**config.mk**
```make
export PLATFORM = sky130hd
export DESIGN_NAME = sorted_list_table_core
export DESIGN_NICKNAME = d
export VERILOG_FILES = /design/src/hw/rtl/slt_pkg.sv /design/src/hw/rtl/slt_cell.sv /design/src/hw/rtl/slt_result_q.sv /design/src/hw/rtl/sorted_list_table_core.sv
export VERILOG_INCLUDE_DIRS = /design/src /design/src/hw/rtl
export SDC_FILE = /design/constraint.sdc
export NUM_CORES = 2
export LEC_CHECK = 0
export BUFFER_PORTS_ARGS = -buffer_cell sky130_fd_sc_hd__buf_2
export CORE_AREA = 2 2 299 331
export DETAILED_ROUTE_END_ITERATION = 6
export DIE_AREA = 0 0 301 333
export PLACE_DENSITY = 0.69
export SETUP_SLACK_MARGIN = 0.1
export SLEW_MARGIN = 30
export SYNTH_ARGS = -nofsm -noshare
export SYNTH_HDL_FRONTEND = slang
export SYNTH_SLANG_ARGS = --single-unit
```
**constraint.sdc**
```tcl
create_clock -name clk_i -period 18.8 [get_ports clk_i]
set_input_delay 1.88 -clock clk_i [delete_from_list [all_inputs] [get_ports clk_i]]
set_output_delay 1.88 -clock clk_i [all_outputs]
set_load 0.1 [all_outputs]
```
**src/hw/rtl/sorted_list_table_core_macros.svh**
```systemverilog
// ----------------------------------------------------------------------------
// Sorted list table assertion macros
// Concurrent assertion helpers that compile to nothing under synthesis.
// ----------------------------------------------------------------------------
`ifndef SORTED_LIST_TABLE_CORE_MACROS_SVH
`define SORTED_LIST_TABLE_CORE_MACROS_SVH

`ifndef SYNTHESIS
`define SLT_ASSERT_IMPLIES(lbl, clk, rstn, ante, cons) \
  lbl: assert property (@(posedge clk) disable iff (!rstn) (ante) |-> (cons)) \
    else $error("assertion failed");
`define SLT_ASSERT_NEXT(lbl, clk, rstn, ante, cons) \
  lbl: assert property (@(posedge clk) disable iff (!rstn) (ante) |=> (cons)) \
    else $error("assertion failed");
`else
`define SLT_ASSERT_IMPLIES(lbl, clk, rstn, ante, cons)
`define SLT_ASSERT_NEXT(lbl, clk, rstn, ante, cons)
`endif

`endif

```
**src/hw/rtl/slt_pkg.sv**
```systemverilog
// ----------------------------------------------------------------------------
// Sorted list table package
// Operation codes, cell commands and shared types.
// ----------------------------------------------------------------------------
`default_nettype none

package slt_pkg;

  localparam int unsigned FuncWidth = 3;

  typedef enum logic [FuncWidth-1:0] {
    FN_CLEAR      = 3'd0,
    FN_INS_SORTED = 3'd1,
    FN_INS_HEAD   = 3'd2,
    FN_DEL_FIRST  = 3'd3,
    FN_DEL_ALL    = 3'd4,
    FN_SEARCH     = 3'd5
  } func_e;

  typedef enum logic [1:0] {
    CO_HOLD,
    CO_INS_SORTED,
    CO_INS_HEAD,
    CO_DEL_FIRST
  } cell_op_e;

  typedef enum logic {
    ST_IDLE,
    ST_DEL_ALL
  } state_e;

  typedef struct packed {
    cell_op_e op;
    logic     valid;
    logic     valid_left;
    logic     sfx_gt;
    logic     sfx_gt_left;
    logic     hit_upto;
  } cell_ctl_t;

endpackage

`default_nettype wire

```
**src/hw/rtl/slt_cell.sv**
```systemverilog
// ----------------------------------------------------------------------------
// Sorted list table cell
// Holds one entry, compares it with the request value and moves data
// to or from its neighbors.
// ----------------------------------------------------------------------------
`default_nettype none

module slt_cell #(
  parameter int unsigned VALUE_WIDTH = 32
) (
  input  wire                         clk_i,
  input  slt_pkg::cell_ctl_t          ctl_i,
  input  wire  [VALUE_WIDTH-1:0]      value_i,
  input  wire  [VALUE_WIDTH-1:0]      left_i,
  input  wire  [VALUE_WIDTH-1:0]      right_i,
  output logic [VALUE_WIDTH-1:0]      entry_o,
  output logic                        gt_o,
  output logic                        eq_o
);

  logic [VALUE_WIDTH-1:0] entry_q;
  logic [VALUE_WIDTH-1:0] entry_d;

  assign entry_o = entry_q;
  assign gt_o    = $signed(entry_q) > $signed(value_i);
  assign eq_o    = entry_q == value_i;

  always_comb begin
    entry_d = entry_q;
    case (ctl_i.op)
      slt_pkg::CO_INS_SORTED: begin
        if (ctl_i.valid_left && ctl_i.sfx_gt_left) begin
          entry_d = left_i;
        end else if ((ctl_i.valid && ctl_i.sfx_gt) ||
                     (!ctl_i.valid && ctl_i.valid_left)) begin
          entry_d = value_i;
        end
      end
      slt_pkg::CO_INS_HEAD: begin
        if (ctl_i.valid_left) begin
          entry_d = left_i;
        end
      end
      slt_pkg::CO_DEL_FIRST: begin
        if (ctl_i.hit_upto) begin
          entry_d = right_i;
        end
      end
      default: begin
        entry_d = entry_q;
      end
    endcase
  end

  always_ff @(posedge clk_i) begin
    entry_q <= entry_d;
  end

endmodule

`default_nettype wire

```
**src/hw/rtl/slt_result_q.sv**
```systemverilog
// ----------------------------------------------------------------------------
// Sorted list table result queue
// Two-entry output queue that decouples the list from a stalled receiver.
// ----------------------------------------------------------------------------
`default_nettype none

module slt_result_q #(
  parameter int unsigned WIDTH = 9
) (
  input  wire              clk_i,
  input  wire              rst_ni,
  input  wire              push_i,
  input  wire  [WIDTH-1:0] data_i,
  output logic             full_o,
  output logic             valid_o,
  input  wire              stall_i,
  output logic [WIDTH-1:0] data_o
);

  logic [1:0]       cnt_q;
  logic [1:0]       cnt_d;
  logic [WIDTH-1:0] slot0_q;
  logic [WIDTH-1:0] slot0_d;
  logic [WIDTH-1:0] slot1_q;
  logic [WIDTH-1:0] slot1_d;
  logic             pop;

  assign valid_o = cnt_q != 2'd0;
  assign full_o  = cnt_q == 2'd2;
  assign data_o  = slot0_q;
  assign pop     = valid_o && !stall_i;

  always_comb begin
    slot0_d = slot0_q;
    slot1_d = slot1_q;
    cnt_d   = cnt_q;
    if (pop) begin
      slot0_d = slot1_q;
    end
    if (push_i) begin
      if ((cnt_q == 2'd0) || (pop && (cnt_q == 2'd1))) begin
        slot0_d = data_i;
      end else begin
        slot1_d = data_i;
      end
    end
    if (push_i && !pop) begin
      cnt_d = cnt_q + 2'd1;
    end else if (pop && !push_i) begin
      cnt_d = cnt_q - 2'd1;
    end
  end

  always_ff @(posedge clk_i or negedge rst_ni) begin
    if (!rst_ni) begin
      cnt_q <= 2'd0;
    end else begin
      cnt_q <= cnt_d;
    end
  end

  always_ff @(posedge clk_i) begin
    slot0_q <= slot0_d;
    slot1_q <= slot1_d;
  end

endmodule

`default_nettype wire

```
**src/hw/rtl/sorted_list_table_core.sv**
```systemverilog
// ----------------------------------------------------------------------------
// Sorted list table core
// Fixed-depth list of signed words in ascending order, built from a row of
// cells that shift entries to their neighbors.
// ----------------------------------------------------------------------------
// A request carries func_i and value_i and is taken when in_valid_i is high
// and in_stall_o is low. Each request returns one result with found_o,
// full_error_o, entry_count_o, is_empty_o and is_full_o, offered on
// out_valid_o and taken when out_stall_i is low.
// Clear, both inserts, delete first, search and the unused codes finish in the
// cycle they are taken, so one request per cycle is sustained while the result
// queue has room; the result is registered in the result queue. Delete all
// removes one matching entry per cycle through the cell row, returns its result
// once no match is left, and no request is taken meanwhile.
// A two-entry result queue lets a new request be taken while an earlier result
// still waits; when both slots hold results, in_stall_o rises.
// Reset empties the list and the result queue; entry contents are not cleared
// since only entries below the count are ever read.
// ----------------------------------------------------------------------------
`default_nettype none

`include "sorted_list_table_core_macros.svh"

module sorted_list_table_core #(
  parameter int unsigned DEPTH       = 16,
  parameter int unsigned VALUE_WIDTH = 32
) (
  input  wire                                   clk_i,
  input  wire                                   rst_ni,
  input  wire                                   in_valid_i,
  output logic                                  in_stall_o,
  input  wire  [slt_pkg::FuncWidth-1:0]         func_i,
  input  wire  signed [VALUE_WIDTH-1:0]         value_i,
  output logic                                  out_valid_o,
  input  wire                                   out_stall_i,
  output logic                                  found_o,
  output logic                                  full_error_o,
  output logic [$clog2(DEPTH+1)-1:0]            entry_count_o,
  output logic                                  is_empty_o,
  output logic                                  is_full_o
);

  localparam int unsigned CntWidth = $clog2(DEPTH + 1);
  localparam int unsigned ResWidth = CntWidth + 4;
  localparam logic [CntWidth-1:0] DepthCnt = CntWidth'(DEPTH);

  slt_pkg::state_e    state_q;
  slt_pkg::state_e    state_d;
  logic [CntWidth-1:0] count_q;
  logic [CntWidth-1:0] count_d;
  logic [VALUE_WIDTH-1:0] value_q;

  logic                   accept;
  logic                   active;
  slt_pkg::func_e         cur_func;
  logic [VALUE_WIDTH-1:0] cur_value;
  slt_pkg::cell_op_e      op;
  logic                   push;
  logic                   found;
  logic                   ferr;
  logic                   q_full;
  logic                   list_full;
  logic                   any_hit;
  logic                   multi_hit;

  logic [DEPTH-1:0] valid;
  logic [DEPTH-1:0] gt;
  logic [DEPTH-1:0] eq;
  logic [DEPTH-1:0] eq_m;
  logic [DEPTH-1:0] ok;
  logic [DEPTH-1:0] sfx;
  logic [DEPTH-1:0] pre;
  logic [VALUE_WIDTH-1:0] entry [DEPTH];
  slt_pkg::cell_ctl_t     ctl [DEPTH];

  logic [ResWidth-1:0] res_in;
  logic [ResWidth-1:0] res_out;

  assign in_stall_o = (state_q != slt_pkg::ST_IDLE) || q_full;
  assign accept     = in_valid_i && !in_stall_o;
  assign active     = accept || (state_q == slt_pkg::ST_DEL_ALL);
  assign cur_func   = (state_q == slt_pkg::ST_DEL_ALL) ? slt_pkg::FN_DEL_ALL
                                                       : slt_pkg::func_e'(func_i);
  assign cur_value  = (state_q == slt_pkg::ST_DEL_ALL) ? value_q : value_i;
  assign list_full  = count_q == DepthCnt;
  assign eq_m       = eq & valid;
  assign ok         = gt | ~valid;
  assign any_hit    = |eq_m;
  assign multi_hit  = |(eq_m & {pre[DEPTH-2:0], 1'b0});

  for (genvar i = 0; i < DEPTH; i++) begin : g_cell
    logic [VALUE_WIDTH-1:0] left;
    logic [VALUE_WIDTH-1:0] right;

    assign valid[i] = count_q > CntWidth'(i);
    assign sfx[i]   = &ok[DEPTH-1:i];
    assign pre[i]   = |eq_m[i:0];

    if (i == 0) begin : g_head
      assign left               = cur_value;
      assign ctl[i].valid_left  = 1'b1;
      assign ctl[i].sfx_gt_left = 1'b0;
    end else begin : g_body
      assign left               = entry[i-1];
      assign ctl[i].valid_left  = valid[i-1];
      assign ctl[i].sfx_gt_left = sfx[i-1];
    end

    if (i == DEPTH - 1) begin : g_tail
      assign right = entry[i];
    end else begin : g_inner
      assign right = entry[i+1];
    end

    assign ctl[i].op       = op;
    assign ctl[i].valid    = valid[i];
    assign ctl[i].sfx_gt   = sfx[i];
    assign ctl[i].hit_upto = pre[i];

    slt_cell #(
      .VALUE_WIDTH(VALUE_WIDTH)
    ) u_cell (
      .clk_i   (clk_i),
      .ctl_i   (ctl[i]),
      .value_i (cur_value),
      .left_i  (left),
      .right_i (right),
      .entry_o (entry[i]),
      .gt_o    (gt[i]),
      .eq_o    (eq[i])
    );
  end

  always_comb begin
    state_d = state_q;
    count_d = count_q;
    op      = slt_pkg::CO_HOLD;
    push    = 1'b0;
    found   = 1'b0;
    ferr    = 1'b0;
    if (active) begin
      case (cur_func)
        slt_pkg::FN_CLEAR: begin
          count_d = '0;
          push    = 1'b1;
        end
        slt_pkg::FN_INS_SORTED: begin
          push = 1'b1;
          if (list_full) begin
            ferr = 1'b1;
          end else begin
            op      = slt_pkg::CO_INS_SORTED;
            count_d = count_q + CntWidth'(1);
          end
        end
        slt_pkg::FN_INS_HEAD: begin
          push = 1'b1;
          if (list_full) begin
            ferr = 1'b1;
          end else begin
            op      = slt_pkg::CO_INS_HEAD;
            count_d = count_q + CntWidth'(1);
          end
        end
        slt_pkg::FN_DEL_FIRST: begin
          push = 1'b1;
          if (any_hit) begin
            op      = slt_pkg::CO_DEL_FIRST;
            count_d = count_q - CntWidth'(1);
            found   = 1'b1;
          end
        end
        slt_pkg::FN_DEL_ALL: begin
          if (any_hit) begin
            op      = slt_pkg::CO_DEL_FIRST;
            count_d = count_q - CntWidth'(1);
            found   = 1'b1;
          end
          if (any_hit && multi_hit) begin
            state_d = slt_pkg::ST_DEL_ALL;
          end else begin
            state_d = slt_pkg::ST_IDLE;
            push    = 1'b1;
          end
        end
        slt_pkg::FN_SEARCH: begin
          push  = 1'b1;
          found = any_hit;
        end
        default: begin
          push = 1'b1;
        end
      endcase
    end
  end

  always_ff @(posedge clk_i or negedge rst_ni) begin
    if (!rst_ni) begin
      state_q <= slt_pkg::ST_IDLE;
      count_q <= '0;
    end else begin
      state_q <= state_d;
      count_q <= count_d;
    end
  end

  always_ff @(posedge clk_i) begin
    if (accept) begin
      value_q <= value_i;
    end
  end

  assign res_in = {found, ferr, count_d, count_d == '0, count_d == DepthCnt};

  slt_result_q #(
    .WIDTH(ResWidth)
  ) u_result_q (
    .clk_i   (clk_i),
    .rst_ni  (rst_ni),
    .push_i  (push),
    .data_i  (res_in),
    .full_o  (q_full),
    .valid_o (out_valid_o),
    .stall_i (out_stall_i),
    .data_o  (res_out)
  );

  assign found_o       = res_out[ResWidth-1];
  assign full_error_o  = res_out[ResWidth-2];
  assign entry_count_o = res_out[ResWidth-3:2];
  assign is_empty_o    = res_out[1];
  assign is_full_o     = res_out[0];

  `SLT_ASSERT_IMPLIES(a_count_range, clk_i, rst_ni, 1'b1, count_q <= DepthCnt)
  `SLT_ASSERT_IMPLIES(a_del_all_hit, clk_i, rst_ni, state_q == slt_pkg::ST_DEL_ALL, any_hit)
  `SLT_ASSERT_IMPLIES(a_push_room, clk_i, rst_ni, push, !q_full)
  `SLT_ASSERT_NEXT(a_refused_keeps, clk_i, rst_ni, active && ferr, $stable(count_q))

endmodule

`default_nettype wire

```
# Word level (Yosys, flattened, before mapping)
# Index checks and enable logic that the tools add are counted.
word_totals:
  register_bits: 570
  in_bits: 39
op_classes:
  n_addsub: 4
  magnitude_cmp: 32
  n_eq_ne: 74
  muxes: 103
  bitwise_logic: 5
  reduce_logical: 134
op_table:
  columns: ["op", "count"]
  rows:
  - ["32-bit 2-to-1 mux", 62]
  - ["32-bit case mux with 3 select lines", 15]
  - ["32-bit equality test", 16]
  - ["32-bit greater-than comparator", 16]
  - ["32-bit case mux with 2 select lines", 1]
  - ["4-bit AND reduction", 15]
  - ["3-bit by 1-bit != test with 1-bit output, second input constant", 15]
  - ["5-bit by 4-bit greater-than comparator with 1-bit output, second input constant", 8]
  - ["1-bit logical AND", 37]
  - ["16-bit AND", 2]
  - ["2-bit by 1-bit != test with 1-bit output, second input constant", 16]
  - ["16-bit OR reduction", 2]
  - ["2-bit != test, second input constant", 15]
  - ["9-bit 2-to-1 mux", 3]
  - ["5-bit by 3-bit greater-than comparator with 1-bit output, second input constant", 4]
  - ["1-bit logical NOT", 20]
  - ["1-bit logical OR", 19]
  - ["16-bit NOT", 1]
  - ["16-bit OR", 1]
  - ["16-bit AND reduction", 1]
  - ["5-bit 2-to-1 mux", 3]
  - ["5-bit case mux with 3 select lines", 1]
  - ["15-bit AND reduction", 1]
  - ["15-bit OR reduction", 1]
  - ["other kinds (48)", 77]

# Depth between registers and ports, before layout
depth:
  depth_word: 14
  ltp_mapped: 23

# Cells and area by module
# Synthesis repeated with hierarchy kept, for this count alone.
hier_totals:
  cells_unflattened: 5220
  area_unflattened_um2: 49059.6
by_module_without_submodules:
  columns: ["module", "n_inst", "cells_per_inst", "area_per_inst_um2", "seq_area_each_um2"]
  rows:
  - ["slt_cell", 16, 304, 2834.0, 960.9]
  - ["sorted_list_table_core", 1, 302, 2887.8, 1111.1]
  - ["slt_result_q", 1, 54, 828.3, 500.5]

# Worst setup path after synthesis
# Ideal clock, no wire load.
synth_path:
  path_kind: "input to register"
  from: "input value_i[15]"
  to: "register g_cell[6].u_cell.entry_q[0], enable pin"
  setup_time_ns: 0.594
  arrival_time_ns: 10.769
  t_required_ns: 18.206
  slack_ns: 7.437
  path_stages: 17
  path_buffers: 3
  path_cell_list: "mux2i_1 ha_1 and4_1 nor4b_1 nand4_1 nand2_1 or4_1 clkbuf_1 o21ai_0 a21o_1 inv_1 ha_1 clkbuf_1 clkbuf_1 nand2_1 nor2_1 a2111oi_0"
synth_between:
  elab_chain_len: 10
  word_cells_on_any_way: 48
  classes_between: "order compare: 11; eq/ne: 22; mux: 4; bitwise: 2; reduce/logical: 9"
synth_lines:
  columns: ["element", "line", "source"]
  rows:
  - ["from (decl)", "sorted_list_table_core.sv:33", "input wire signed [VALUE_WIDTH-1:0] value_i,"]
  - ["32-bit 2-to-1 mux (*)", "sorted_list_table_core.sv:84", "assign cur_value = (state_q == slt_pkg::ST_DEL_ALL) ? value_q : value_i;"]
  - ["32-bit equality test", "slt_cell.sv:26", "assign eq_o = entry_q == value_i;"]
  - ["16-bit AND", "sorted_list_table_core.sv:86", "assign eq_m = eq & valid;"]
  - ["16-bit OR reduction", null, null]
  - ["2-bit 2-to-1 mux", "sorted_list_table_core.sv:167, sorted_list_table_core.sv:174", null]
  - ["2-bit case mux with 3 select lines", "sorted_list_table_core.sv:142", "case (cur_func)"]
  - ["2-bit 2-to-1 mux", "sorted_list_table_core.sv:141", "if (active) begin"]
  - ["2-bit by 1-bit equality test with 1-bit output or 2-bit equality test (tied branches)", "slt_cell.sv:30", "case (ctl_i.op)"]
  - ["3-bit by 1-bit != test with 1-bit output (no source line), or another cell as far along", null, null]
  - ["4-bit AND reduction (no source line) (*)", null, null]
  - ["to (signal assigned)", "slt_cell.sv:56", "entry_q <= entry_d;"]
  - ["to (decl)", "slt_cell.sv:21", "logic [VALUE_WIDTH-1:0] entry_q;"]
# Mark *: on every way between the ends. The rest lies on a longest branch, timed or not.
# A chain may end at the register's enable or synchronous reset.

# Worst setup path in the final report
layout_path:
  from: "register state_q"
  to: "register g_cell[10].u_cell.entry_q[2], data pin"
layout_between:
  elab_chain_len: 9
  word_cells_on_any_way: 48
  classes_between: "order compare: 7; eq/ne: 23; mux: 8; bitwise: 2; reduce/logical: 8"
layout_lines:
  columns: ["element", "line", "source"]
  rows:
  - ["from (decl)", "sorted_list_table_core.sv:47", "slt_pkg::state_e state_q;"]
  - ["from (signal assigned)", "sorted_list_table_core.sv:199", "state_q <= slt_pkg::ST_IDLE;"]
  - ["from (signal assigned)", "sorted_list_table_core.sv:202", "state_q <= state_d;"]
  - ["32-bit 2-to-1 mux", "sorted_list_table_core.sv:84", null]
  - ["32-bit equality test", "slt_cell.sv:26", null]
  - ["16-bit AND", "sorted_list_table_core.sv:86", null]
  - ["16-bit OR reduction", null, null]
  - ["2-bit 2-to-1 mux", "sorted_list_table_core.sv:167, sorted_list_table_core.sv:174", null]
  - ["2-bit case mux with 3 select lines", "sorted_list_table_core.sv:142", null]
  - ["2-bit 2-to-1 mux", "sorted_list_table_core.sv:141", null]
  - ["2-bit equality test or 2-bit by 1-bit equality test with 1-bit output (tied branches)", "slt_cell.sv:30", null]
  - ["32-bit case mux with 3 select lines (*)", "slt_cell.sv:30", null]
  - ["named net g_cell[10].u_cell.entry_d[2]", "slt_cell.sv:22", "logic [VALUE_WIDTH-1:0] entry_d;"]
  - ["to (signal assigned)", "slt_cell.sv:56", null]
  - ["to (decl)", "slt_cell.sv:21", null]
# Mark *: on every way through the listed nets, which the timed path passes. The rest lies on a longest branch. The select of a mux whose other input is x is not followed.

==> flow_metrics.env <==
export IMPL_synth_seq_area_share_pct=39.18
export IMPL_power_leakage_uw=0.01768
export IMPL_rsz0062_at_grt="false"
export IMPL_htreeDepth=3
export IMPL_rows=120
export IMPL_synthCells=4326
export IMPL_cts_hold_buffers_added=0
export IMPL_port_buffer_count=49
export IMPL_cap_viol_max_count=0
export IMPL_number_of_flops_mapped_to_enable_cells_by_yosys=553
export IMPL_ys_async_sr_fraction_pct=1.404
export IMPL_synth_lib_cells_used_distinct=88
export IMPL_ir_worst_vdd_v=0.0001153
export IMPL_tightestPinTransition_ns=1.097
export IMPL_floorplan_die_area_um2=100200
export IMPL_gp_congestion=0.9439
export IMPL_timing_clock_skew_ns=0.01769
export IMPL_dr_first_iter_drc_count=4350
export IMPL_critical_path_startpoint_type="flop"
export IMPL_die_w_um=301
export IMPL_clock_path_buffers=3
export IMPL_cts_buffers=66
export IMPL_worstPathArrival_ns=9.40
export IMPL_mostFrequentLayoutCell="edfxtp_1"
export IMPL_postCtsSetupRepairBufs=0
export IMPL_fillers=8741
export IMPL_hold_class="flop to flop"
export IMPL_power_share_switching_pct=39.58
export IMPL_coreArea_um2=96840
export IMPL_clock_root_buffer="clkbuf_16"
export IMPL_synth_cell_area_um2=43350
export IMPL_via_count_of_the_first_global_routing_pass=35290
export IMPL_syn_num_nets=4891
export IMPL_antenna_violating_nets_post_route=0
export IMPL_status="finished with violations"
export IMPL_period_share_pct=48.27
export IMPL_clock_latency_on_the_worst_skew_pair_ns=0.63
export IMPL_floorplan_die_height_um=333
export IMPL_grt_max_degree=224
export IMPL_postSynthRegisterBits=570
export IMPL_crit_path_end_kind="flop"
export IMPL_synth_main_ff_cell="edfxtp_1"
export IMPL_setup_violations_final=0
export IMPL_crit_path_start="state_q"
export IMPL_violated_checks="design-rule violations"
export IMPL_period_needed_ns=9.075
export IMPL_placed_area_um2=45240
export IMPL_final_global_route_overflow_total=0
export IMPL_timing_slew_headroom_pct=26.84
export IMPL_layout_cells_most_common_list="edfxtp_1 (553), ha_1 (524), nor2_1 (304), a21oi_1 (290), nand2_1 (278)"
export IMPL_power_switching_uw=2046
export IMPL_power_density_cell_area_nw_per_um2=109.2
export IMPL_tritoncts_clock_tree="built"
export IMPL_critical_path_required_ns=19.12
export IMPL_finalMaxSlewViolations=0
export IMPL_cell_internal_pwr_uw=3123
export IMPL_floorplan_initialDensity_pct=44.77
export IMPL_post_drt_wl_per_cell_um=25.22
export IMPL_max_clock_freq_mhz=110.2
export IMPL_yosys_warnings=0
export IMPL_global_route_usage_total_pct=27.32
export IMPL_layout_net_count=4820
export IMPL_dp_hpwl_mm=98.27
export IMPL_post_route_cell_area_um2=47320
export IMPL_power_share_combinational_pct=38.8
export IMPL_num_io_pins=50
export IMPL_sequentialPowerShare_pct=36.2
export IMPL_totalNegativeSetupSlack_ns=0
export IMPL_reg2reg_from="state_q"
export IMPL_final_layout_size_suffix_gt1_share_pct=7.687
export IMPL_drt_pre_antenna_iters=7
export IMPL_grt_pass1_wl_mm=213.5
export IMPL_hold_viol_final=0
export IMPL_worstHoldStart="u_result_q.cnt_q[0]"
export IMPL_vias_per_cell=6.728
export IMPL_antennaDiodeCount=0
export IMPL_crit_fanout=223
export IMPL_postCtsResizedCells=0
export IMPL_worstSetupPathType="flop to flop"
export IMPL_area_growth_synth_to_final_pct=9.160
export IMPL_route_final_wire_length_mm=140.9
export IMPL_cts_reportedPaths_clkPinSlew_ns=0.06
export IMPL_power_share_clock_pct=24.9
export IMPL_initial_antenna_violation_count=0
export IMPL_syn_avg_cell_area_um2=10.02
export IMPL_tritoncts_num_sinks=570
export IMPL_remaining_drc_errors=1
export IMPL_via_count=37590
## cell type report
class	instances	area, um^2	share of cell area (%)
repair buffers	141	1047	2.213
inverters	179	679.4	1.436
well taps	1281	1603	3.387
clock buffers	85	1829	3.865
clock inverters	34	239.0	0.5050
flip-flops and latches	570	16990	35.90
multi-input cells	3297	24940	52.70
## sequential cells by signal, summed over array words and instances, names as in the netlist
name	count
u_result_q.data_o	9
u_result_q.slot1_q	9
value_q	32
g_cell.u_cell.entry_o	512
count_q	5
u_result_q.cnt_q	2
state_q	1
## power groups by stage
stage	clock network (uW)	registers [uW]	logic, uW
after floorplan	0	1890	1380
after global placement	0	1890	1900
after detailed placement	0	1890	1960
after CTS	1310	1860	1970
after global routing	1350	1890	2170
final	1290	1870	2010
## cell usage after synthesis, drive strengths merged, types with 28 or more instances
cell | n | share of area, %
a21oi | 291 | 3.4
edfxtp | 553 | 38
nor2 | 309 | 2.7
nand2b | 39 | 0.56
a22o | 124 | 2.5
a22oi | 260 | 4.5
o221ai | 40 | 0.81
mux2i | 200 | 4.6
ha | 526 | 15
nand4 | 138 | 2.0
a311o | 124 | 2.9
inv | 177 | 1.5
nand2 | 279 | 2.4
o211ai | 85 | 1.5
nor4 | 28 | 0.47
clkbuf | 227 | 2.0
buf | 53 | 0.63
a21o | 35 | 0.61
a41oi | 34 | 0.69
nor3 | 46 | 0.61
nand3 | 94 | 1.1
o311ai | 100 | 2.0
o21ai | 281 | 3.2
## critical path, cell delays in order, from the launching register on
cell and delay (ns):
dfrtp_2 0.51, buf_4 0.67, mux2i_4 0.91, ha_1 0.26, nand4_1 0.16, nor4_1 0.72
nand4b_1 0.53, nand3_2 0.42, or4_1 0.35, o21ai_0 0.18, a21oi_1 0.38, ha_4 0.74
buf_4 0.70, buf_12 0.63, buf_4 0.82, o311ai_0 0.28
## kinds of logic (layout without fill, tap and decap cells)
logic type | after synthesis | count (layout) | share of synthesized area, %
XOR/XNOR | 3 | 3 | 0.06062
multiplexers | 217 | 217 | 5.059
AO/OA/AOI/OAI | 1520 | 1520 | 24.86
AND/OR/NAND/NOR | 1028 | 1028 | 11.45
flip-flops | 570 | 570 | 39.18
buffers and inverters | 459 | 439 | 4.144
adder cells (fa/ha/maj) | 529 | 529 | 15.25
## stage by stage
| stage | setup WS (ns) | utilization [%] | instances | power (uW) | hold slack [ns] |
|---|---|---|---|---|---|
| after global routing | 9.523 | 48.87 | 5587 | 5403 | 0.5473 |
| after detailed placement | 9.472 | 46.71 | 5467 | 3852 | 0.5089 |
| after floorplan | 7.437 | - | 4326 | 3268 | 0.4733 |
| final | 9.725 | 48.87 | 5587 | 5169 | 0.5171 |
| after CTS | 10.08 | 48.85 | 5586 | 5138 | 0.5208 |
| after global placement | 9.671 | 46.57 | 5462 | 3787 | 0.5011 |
## worst paths after layout
check	end	slack, ns	depth (start not counted)
worst max-delay path	g_cell[10].u_cell.entry_o[2]	9.72	15
worst min-delay path	u_result_q.cnt_q[0]	0.52	1
worst max register to register	g_cell[10].u_cell.entry_o[2]	9.72	15
worst min register to register	u_result_q.cnt_q[0]	0.52	1
max in group asynchronous	state_q	17.43	1
min in group asynchronous	state_q	1.13	1
## per-layer routing
metal  global-route usage, %  vias to the layer above  wire length, um
met3                   3.704                      389            11060
met1                   35.55                    18140            56440
met5                       0                        -                0
li1                        -                    17180                -
met4                   15.00                        0             8323
met2                   43.78                     1875            65080
Power figures use the tool's default switching activity.
